===== src/sv/srsw_pkg.sv =====
// Shared constants, types and helpers for the selective repeat sender window.
package srsw_pkg;

  // Configurable sizes
  localparam int MAX_WINDOW        = 8;
  localparam int FRAME_NUMBER_BITS = 16;
  localparam int RESULT_CAP        = 8;

  // Derived widths
  localparam int CELLS  = (MAX_WINDOW < RESULT_CAP) ? MAX_WINDOW : RESULT_CAP;
  localparam int OFF_W  = (CELLS > 1) ? $clog2(CELLS) : 1;
  localparam int CNT_W  = $clog2(CELLS + 1);
  localparam int NUM_W  = FRAME_NUMBER_BITS + 1;
  localparam int WS_W   = 4;
  localparam int TF_W   = FRAME_NUMBER_BITS;
  localparam int CFG_IDX_W  = 2;
  localparam int CFG_DATA_W = TF_W;

  localparam logic [WS_W-1:0] WIN_LIMIT = WS_W'(CELLS);

  // Register indexes
  localparam logic [CFG_IDX_W-1:0] CFG_WINDOW_SIZE = CFG_IDX_W'(0);
  localparam logic [CFG_IDX_W-1:0] CFG_FRAME_LIMIT = CFG_IDX_W'(1);

  // Reset values of the registers
  localparam logic [WS_W-1:0] WINDOW_SIZE_RST = WS_W'(3);
  localparam logic [TF_W-1:0] FRAME_LIMIT_RST = TF_W'(6);

  // Event codes
  typedef enum logic [1:0] {
    OP_START   = 2'd0,
    OP_ACK     = 2'd1,
    OP_TIMEOUT = 2'd2
  } opcode_t;

  // Control from the sequencer to the row of cells
  typedef struct packed {
    logic             shift;
    logic             set_en;
    logic [OFF_W-1:0] set_off;
  } chain_ctl_t;

  // Index of the lowest set bit, zero when none is set
  function automatic logic [OFF_W-1:0] lowest_set(input logic [CELLS-1:0] v);
    logic [OFF_W-1:0] idx;
    idx = '0;
    for (int i = CELLS - 1; i >= 0; i--) begin
      if (v[i]) idx = OFF_W'(i);
    end
    return idx;
  endfunction

  // Whether any bit above position sel is set
  function automatic logic any_above(input logic [CELLS-1:0] v,
                                     input logic [OFF_W-1:0] sel);
    logic hit;
    hit = 1'b0;
    for (int i = 0; i < CELLS; i++) begin
      if ((OFF_W'(i) > sel) && v[i]) hit = 1'b1;
    end
    return hit;
  endfunction

endpackage


===== src/sv/srsw_cell.sv =====
// One window slot: acknowledged mark for the frame at its offset from the base.
module srsw_cell (
  input  logic clk,
  input  logic rst_n,
  input  logic shift_i,
  input  logic set_i,
  input  logic nbr_i,
  output logic mark_o
);

  logic mark_r;
  logic mark_nxt;

  // Take the neighbor's mark on a slide, else set on an ack
  always_comb begin
    if (shift_i) begin
      mark_nxt = nbr_i;
    end else begin
      mark_nxt = mark_r | set_i;
    end
  end

  always_ff @(posedge clk) begin
    if (!rst_n) begin
      mark_r <= 1'b0;
    end else begin
      mark_r <= mark_nxt;
    end
  end

  assign mark_o = mark_r;

endmodule


===== src/sv/srsw_chain.sv =====
// Row of window cells; slot zero holds the frame at the window base.
module srsw_chain (
  input  logic                      clk,
  input  logic                      rst_n,
  input  srsw_pkg::chain_ctl_t      ctl,
  output logic [srsw_pkg::CELLS-1:0] marks
);

  for (genvar i = 0; i < srsw_pkg::CELLS; i++) begin : g_cell
    logic nbr;
    logic set;

    // Top cell shifts in a cleared mark
    if (i == srsw_pkg::CELLS - 1) begin : g_top
      assign nbr = 1'b0;
    end else begin : g_mid
      assign nbr = marks[i+1];
    end

    assign set = ctl.set_en && (ctl.set_off == srsw_pkg::OFF_W'(i));

    srsw_cell u_cell (
      .clk     (clk),
      .rst_n   (rst_n),
      .shift_i (ctl.shift),
      .set_i   (set),
      .nbr_i   (nbr),
      .mark_o  (marks[i])
    );
  end

endmodule


===== src/sv/selective_repeat_sender_window.sv =====
// Top level of the selective repeat ARQ sender window.
//
// Each accepted event beat is worked off by a sequencer that emits one result
// per cycle into an output register while the output is not stalled; the next
// event is taken in the cycle after its last result is loaded. A start then sends
// one result per new frame (an empty result if there is none). A timeout then
// sends one result per resent frame (at least one). An ack uses its accept to
// mark its slot, slides the base past the acknowledged frames through the row of
// cells (one slot per cycle), then sends one result per new frame, at least one.
module selective_repeat_sender_window (
  input  logic                                      clk,
  input  logic                                      rst_n,
  // event channel
  input  logic                                      in_valid,
  output logic                                      in_stall,
  input  logic [1:0]                                in_opcode,
  input  logic [srsw_pkg::FRAME_NUMBER_BITS-1:0]    in_ack_number,
  // result channel
  output logic                                      out_valid,
  input  logic                                      out_stall,
  output logic                                      out_frame_valid,
  output logic [srsw_pkg::FRAME_NUMBER_BITS-1:0]    out_frame_number,
  output logic                                      out_is_resend,
  output logic                                      out_last,
  output logic                                      out_all_done,
  // configuration channel
  input  logic                                      cfg_valid,
  output logic                                      cfg_ready,
  input  logic [srsw_pkg::CFG_IDX_W-1:0]            cfg_index,
  input  logic [srsw_pkg::CFG_DATA_W-1:0]           cfg_data
);

  typedef enum logic [5:0] {
    ST_IDLE  = 6'b000001,
    ST_SLIDE = 6'b000010,
    ST_FILL  = 6'b000100,
    ST_TOUT  = 6'b001000,
    ST_EMPTY = 6'b010000,
    ST_SPARE = 6'b100000
  } state_t;

  state_t state_r, state_nxt;

  logic [srsw_pkg::NUM_W-1:0] base_r, base_nxt;
  logic [srsw_pkg::NUM_W-1:0] next_r, next_nxt;
  logic [srsw_pkg::CNT_W-1:0] cursor_r, cursor_nxt;
  logic [srsw_pkg::WS_W-1:0]  window_size_r;
  logic [srsw_pkg::TF_W-1:0]  frame_limit_r;

  logic                                   out_valid_r, out_valid_nxt;
  logic                                   frame_valid_r, frame_valid_nxt;
  logic [srsw_pkg::FRAME_NUMBER_BITS-1:0] frame_number_r, frame_number_nxt;
  logic                                   is_resend_r, is_resend_nxt;
  logic                                   last_r, last_nxt;
  logic                                   all_done_r, all_done_nxt;
  logic                                   load;

  srsw_pkg::chain_ctl_t       ctl;
  logic [srsw_pkg::CELLS-1:0] marks;

  logic                       in_fire;
  logic                       out_free;
  logic [srsw_pkg::NUM_W-1:0] span;
  logic [srsw_pkg::CNT_W-1:0] count;
  logic [srsw_pkg::WS_W-1:0]  eff_w_full;
  logic [srsw_pkg::CNT_W-1:0] eff_w;
  logic [srsw_pkg::NUM_W-1:0] total_ext;
  logic                       fill_ok;
  logic                       fill_more;
  logic [srsw_pkg::NUM_W-1:0] ack_ext;
  logic                       ack_in_win;
  logic [srsw_pkg::NUM_W-1:0] ack_off;
  logic [srsw_pkg::CELLS-1:0] pending;
  logic [srsw_pkg::OFF_W-1:0] sel;
  logic                       any_pending;
  logic                       more_pending;
  logic [srsw_pkg::NUM_W-1:0] resend_num;

  assign in_fire   = in_valid && !in_stall;
  assign out_free  = !out_valid_r || !out_stall;
  assign in_stall  = (state_r != ST_IDLE);
  assign cfg_ready = 1'b1;

  // Window occupancy and effective window
  assign span      = next_r - base_r;
  assign count     = span[srsw_pkg::CNT_W-1:0];
  assign total_ext = {1'b0, frame_limit_r};

  always_comb begin
    if (window_size_r == '0) begin
      eff_w_full = srsw_pkg::WS_W'(1);
    end else if (window_size_r > srsw_pkg::WIN_LIMIT) begin
      eff_w_full = srsw_pkg::WIN_LIMIT;
    end else begin
      eff_w_full = window_size_r;
    end
  end
  assign eff_w = eff_w_full[srsw_pkg::CNT_W-1:0];

  assign fill_ok   = (count < eff_w) && (next_r <= total_ext);
  assign fill_more = (srsw_pkg::CNT_W'(count + 1'b1) < eff_w) && (next_r < total_ext);

  // Ack range check and slot offset
  assign ack_ext    = {1'b0, in_ack_number};
  assign ack_in_win = (ack_ext >= base_r) && (ack_ext < next_r);
  assign ack_off    = ack_ext - base_r;

  // Unacknowledged slots at or past the scan cursor
  always_comb begin
    for (int i = 0; i < srsw_pkg::CELLS; i++) begin
      pending[i] = (srsw_pkg::CNT_W'(i) < count) && !marks[i] &&
                   (srsw_pkg::CNT_W'(i) >= cursor_r);
    end
  end
  assign sel          = srsw_pkg::lowest_set(pending);
  assign any_pending  = |pending;
  assign more_pending = srsw_pkg::any_above(pending, sel);
  assign resend_num   = base_r + srsw_pkg::NUM_W'(sel);

  // Sequencer
  always_comb begin
    state_nxt        = state_r;
    base_nxt         = base_r;
    next_nxt         = next_r;
    cursor_nxt       = cursor_r;
    ctl.shift        = 1'b0;
    ctl.set_en       = 1'b0;
    ctl.set_off      = ack_off[srsw_pkg::OFF_W-1:0];
    load             = 1'b0;
    frame_valid_nxt  = 1'b0;
    frame_number_nxt = '0;
    is_resend_nxt    = 1'b0;
    last_nxt         = 1'b1;

    unique case (state_r)
      ST_IDLE: begin
        if (in_fire) begin
          cursor_nxt = '0;
          unique case (srsw_pkg::opcode_t'(in_opcode))
            srsw_pkg::OP_START: state_nxt = ST_FILL;
            srsw_pkg::OP_ACK: begin
              ctl.set_en = ack_in_win;
              state_nxt  = ST_SLIDE;
            end
            srsw_pkg::OP_TIMEOUT: state_nxt = ST_TOUT;
            default: state_nxt = ST_EMPTY;
          endcase
        end
      end
      ST_SLIDE: begin
        // Drop acknowledged frames from the bottom of the window
        if ((count != '0) && marks[0]) begin
          ctl.shift = 1'b1;
          base_nxt  = base_r + 1'b1;
        end else begin
          state_nxt = ST_FILL;
        end
      end
      ST_FILL: begin
        if (out_free) begin
          load = 1'b1;
          if (fill_ok) begin
            frame_valid_nxt  = 1'b1;
            frame_number_nxt = next_r[srsw_pkg::FRAME_NUMBER_BITS-1:0];
            last_nxt         = !fill_more;
            next_nxt         = next_r + 1'b1;
            if (!fill_more) state_nxt = ST_IDLE;
          end else begin
            state_nxt = ST_IDLE;
          end
        end
      end
      ST_TOUT: begin
        if (out_free) begin
          load = 1'b1;
          if (any_pending) begin
            frame_valid_nxt  = 1'b1;
            frame_number_nxt = resend_num[srsw_pkg::FRAME_NUMBER_BITS-1:0];
            is_resend_nxt    = 1'b1;
            last_nxt         = !more_pending;
            cursor_nxt       = srsw_pkg::CNT_W'(sel) + 1'b1;
            if (!more_pending) state_nxt = ST_IDLE;
          end else begin
            state_nxt = ST_IDLE;
          end
        end
      end
      ST_EMPTY: begin
        if (out_free) begin
          load      = 1'b1;
          state_nxt = ST_IDLE;
        end
      end
      default: state_nxt = ST_IDLE;
    endcase
  end

  assign all_done_nxt = (base_r > total_ext);

  // Output register handshake
  always_comb begin
    if (load) begin
      out_valid_nxt = 1'b1;
    end else if (!out_stall) begin
      out_valid_nxt = 1'b0;
    end else begin
      out_valid_nxt = out_valid_r;
    end
  end

  always_ff @(posedge clk) begin
    if (!rst_n) begin
      state_r       <= ST_IDLE;
      base_r        <= srsw_pkg::NUM_W'(1);
      next_r        <= srsw_pkg::NUM_W'(1);
      cursor_r      <= '0;
      out_valid_r   <= 1'b0;
      window_size_r <= srsw_pkg::WINDOW_SIZE_RST;
      frame_limit_r <= srsw_pkg::FRAME_LIMIT_RST;
    end else begin
      state_r     <= state_nxt;
      base_r      <= base_nxt;
      next_r      <= next_nxt;
      cursor_r    <= cursor_nxt;
      out_valid_r <= out_valid_nxt;
      // Register writes
      if (cfg_valid && cfg_ready) begin
        unique case (cfg_index)
          srsw_pkg::CFG_WINDOW_SIZE: window_size_r <= cfg_data[srsw_pkg::WS_W-1:0];
          srsw_pkg::CFG_FRAME_LIMIT: frame_limit_r <= cfg_data[srsw_pkg::TF_W-1:0];
          default: ;
        endcase
      end
    end
  end

  // Result payload, held while stalled
  always_ff @(posedge clk) begin
    if (load) begin
      frame_valid_r  <= frame_valid_nxt;
      frame_number_r <= frame_number_nxt;
      is_resend_r    <= is_resend_nxt;
      last_r         <= last_nxt;
      all_done_r     <= all_done_nxt;
    end
  end

  srsw_chain u_chain (
    .clk   (clk),
    .rst_n (rst_n),
    .ctl   (ctl),
    .marks (marks)
  );

  assign out_valid        = out_valid_r;
  assign out_frame_valid  = frame_valid_r;
  assign out_frame_number = frame_number_r;
  assign out_is_resend    = is_resend_r;
  assign out_last         = last_r;
  assign out_all_done     = all_done_r;

endmodule


===== config.mk =====
export PLATFORM = sky130hd
export DESIGN_NAME = selective_repeat_sender_window
export DESIGN_NICKNAME = d
export VERILOG_FILES = /design/src/sv/srsw_pkg.sv /design/src/sv/srsw_cell.sv /design/src/sv/srsw_chain.sv /design/src/sv/selective_repeat_sender_window.sv
export SDC_FILE = /design/constraint.sdc
export NUM_CORES = 1
export LEC_CHECK = 0
export BUFFER_PORTS_ARGS = -buffer_cell sky130_fd_sc_hd__buf_2
export CAP_MARGIN = 15
export CORE_MARGIN = 5
export CORE_UTILIZATION = 60
export DETAILED_ROUTE_END_ITERATION = 10
export HOLD_SLACK_MARGIN = 0.06
export PLACE_DENSITY = 0.91
export SETUP_SLACK_MARGIN = 0.4
export SYNTH_ARGS = -nofsm -noshare
export SYNTH_HDL_FRONTEND = slang
export SYNTH_SLANG_ARGS = --single-unit

===== constraint.sdc =====
create_clock -name clk -period 10 [get_ports clk]
set_clock_uncertainty 0.15 [all_clocks]
set_input_delay 0 -clock clk [delete_from_list [all_inputs] [get_ports clk]]
set_output_delay 0 -clock clk [all_outputs]
set_load 0.05 [all_outputs]

==> impl.org <==
** STA
- Measured against its own limit, the worst slew margin works out to 40.9%.
- Setup repair after global routing left no endpoint under its margin.
- At the pin with the least slew margin, the transition time is 0.886 ns.
- Period utilization :: 47.9%
- Hold violation count in the final report :: 0
- Min Clock Period, post-route :: 4.79 ns
- Worst hold slack across all endpoints :: 0.134 ns
- The number of max-slew violations in the final report came to 0.
- Adding up every negative setup slack in the final design gives 0 ns.
- Setup violations remaining at the end of the flow were counted as 0.
- Highest clock frequency the design can meet :: 209 MHz

** Synthesis
- Top flip-flop cell by instance count after synthesis :: dfxtp_1
- In this run, distinct cell masters in the synthesized netlist total 73.
- Post-synth net total :: 909
- Sequential-to-total area share from yosys stat :: 31.2%
- Mean cell area of the mapped netlist :: 8.36 um^2
- Synth async-reset ratio :: 0%
- Register bit total from synthesis :: 92
- Yosys printed 0 warnings.
- In this run the cell area of the synthesized design comes to 6550 um^2.
- Post-synth EDFFs :: 20
- Cells after synthesis :: 784

** Floorplanning
- Total die area :: 13,100 um^2
- Number of placement rows :: 38
- Die H :: 114 um
- Die Wd :: 114 um
- Number of ports placed on the die boundary :: 64
- Core outline area :: 10,800 um^2
- For this configuration, the core starts out at a cell density of 60.7%.

** CTS
- TritonCTS built the clock tree.
- Number of buffers inserted for hold repair after clock tree synthesis :: 28
- Clock Tree Buf Depth :: 2
- In this run, CTS created clock tree buffers numbering 9.
- Quantity of gates resized following cts :: 0
- Later-pin clock latency in the skew report :: 0.37 ns
- H-Tree Depth :: 3
- CTS placed an instance of clkbuf_8 at the clock tree root.
- Number of post-CTS setup repair buffers :: 0
- Clock sink count :: 92
- After clock tree synthesis, the clock-pin slew on the worst setup and hold paths is 0.09 ns.

** Detailed routing
- For this run, design rule violations remaining after detail routing come to 0.
- Antenna-violating nets left :: 0
- Vias per cell :: 6.09
- Detailed-route wire length :: 17.5 mm
- The first TritonRoute pass finished after 5 iterations.
- Average wire per cell in the routed design :: 17.4 um
- Via Count :: 6,143
- For this block, the initial DRC count from the detailed router was 620.

** GRT
- Overall routing resource usage :: 27.4%
- The first global-routing pass estimated 28.4 mm of wire.
- Maximum number of pins on one net before global-route repair :: 57
- Via count of the first global-routing pass :: 5,827
- Total congestion overflow after global routing :: 0
- Antenna violations before repair :: 0

** Power and ir drop
- In this run the power density over the cells is 114 nW/um^2.
- Across the VDD grid, the largest voltage drop is 0.0566 mV.
- Final Total Pwr :: 850 uW
- In this run the static leakage power is 3.10 nW.

** Worst setup path
- On the critical path the largest part of the delay comes from compound AO/OA/AOI/OAI gates.
- Master of the slowest instance on the critical path :: o21a_1
- The critical path contains buffers and inverters numbering 2 combined.
- Setup slack on the worst reg-to-reg path comes out at 5.21 ns.
- Traced cell by cell, the critical path runs through inv_1, ha_1, a21oi_2, nand3_1, nand2_1, inv_1, ha_1, nor4b_1, nand2_1, a21o_1, a21oi_1, o21a_1, nand3_1, o311ai_0, o41ai_1.
- Setup CP Type :: register to register
- STA classifies the critical path startpoint as a register.
- Setup crit end kind :: register
- Critical path arrival :: 4.89 ns
- Req. time, crit path :: 10.10 ns
- Highest net fanout along the worst path :: 24
- On the worst path, the slowest cell contributes a delay of 0.73 ns.

** Outcome
- Result of the run :: finished clean

** Cells and area
- Proportion of layout cells with a drive suffix above 1 :: 11.6%
- Final Util :: 68.9%
- Antenna cell count :: 0
- The final layout contains 988 nets.
- The count of cells in the finished layout, fillers not included, comes to 1,008.
- From synthesis to final layout, the design area changed by 13.5%.

** Place
- Routability congestion estimate :: 0.945
- Buffers on Ports :: 62
- After detailed placement, the design holds a cell count of 964.
- Once detailed placement completed, the half-perimeter wirelength came to 13.3 mm.

** Worst hold path
- The tightest min-delay check is of the primary input to register type.

** Run
- Max-capacitance violation count :: 0
## flip-flops by register name (all words and copies together) (netlist names)
signal                        flops
base_r                           17
cursor_r                          4
frame_limit_r                    16
next_r                           17
out_all_done                      1
out_frame_number                 16
out_frame_valid                   1
out_is_resend                     1
out_last                          1
out_valid                         1
state_r                           5
u_chain.g_cell.u_cell.mark_o      8
window_size_r                     4
## metrics by stage
stage	area (um^2)	setup slack, ns
3_3_place_gp	6950	5.48
2_1_floorplan	6550	5.74
6_report	7440	5.21
5_1_grt	7440	4.89
4_1_cts	7440	5.30
3_5_place_dp	6950	5.36
## cell usage after synthesis, drive strengths merged (3+ instances only)
library cell	count	area [um^2]
nor2b	7	43.8
a22o	6	52.6
o211ai	9	67.6
o311ai	3	26.3
nand3	27	135
nand3b	4	30.0
ha	81	1010
or4	3	26.3
mux2i	12	120
o21ai	37	185
o21a	8	60.1
nor3b	3	22.5
o22ai	4	25.0
inv	68	255
a21o	19	143
nand2b	5	31.3
a21boi	3	33.8
nor2	49	184
clkbuf	20	75.1
a211oi	12	108
buf	6	41.3
dfxtp	72	1440
xnor2	35	322
or2	4	25.0
a21oi	48	248
nand4	28	175
xor2	4	42.6
edfxtp	20	601
a31oi	5	31.3
fa	3	60.1
nor3	14	70.1
nand2	113	424
and3	3	18.8
nor4	7	43.8
o221ai	3	26.3
o31ai	5	37.5
o21bai	3	22.5
## tightest hold or removal path, stage by stage
cell,delay [ns]
buf_2,0.14
fa_1,0.26
or4_1,0.15
o21bai_1,0.06
## per-layer routing
layer | GRT usage [%] | share of wire (%) | vias up
met1 | 37.8 | 43 | 2839
met5 | 0 | 0 | -
met4 | 10.3 | 2.4 | 0
met3 | 4.23 | 10 | 31
met2 | 43.2 | 45 | 305
li1 | - | - | 2968
## area by class of cell
cell class / count / area, um^2
inverters: 69 / 259
fillers: 852 / 3350
well taps: 140 / 175
multi-input cells: 597 / 4140
repair buffers: 94 / 621
clock buffers: 12 / 176
clock inverters: 4 / 27.5
flip-flops and latches: 92 / 2040
## power breakdown
group | total (mW) | internal (mW) | switching [mW]
clock network | 0.257 | 0.120 | 0.137
registers | 0.396 | 0.390 | 0.00648
logic | 0.197 | 0.0725 | 0.124
total | 0.850 | 0.582 | 0.268
## worst paths after layout
kind,start,to,cells after the start
setup / recovery,base_r[2]$_SDFFE_PN0P_,next_r[11]$_SDFFE_PN0P_,15
hold / removal,in_ack_number[1],u_chain.g_cell[5].u_cell.mark_o$_SDFF_PN0_,4
setup reg to reg,base_r[2]$_SDFFE_PN0P_,next_r[11]$_SDFFE_PN0P_,15
hold reg to reg,frame_limit_r[15]$_SDFFE_PN0P_,frame_limit_r[15]$_SDFFE_PN0P_,2
## cells in the final DEF (no fill, tap or decap), drive strengths merged, types with 14 or more instances in the layout
cell type	instances
nand2	113
ha	81
dfxtp	72
inv	70
buf	66
nor2	49
a21oi	48
o21ai	37
xnor2	35
nand4	28
dlygate4sd3	28
nand3	27
edfxtp	20
a21o	19
nor3	14
## cells by family after synthesis
family,share of synthesized area [%]
AO/OA/AOI/OAI,18.9
XOR/XNOR,5.56
adder cells (fa/ha/maj),16.7
buffers and inverters,5.73
flip-flops,31.2
multiplexers,1.83
other,0.0572
AND/OR/NAND/NOR,20.0
No activity file was read; power rests on OpenSTA's default activity.
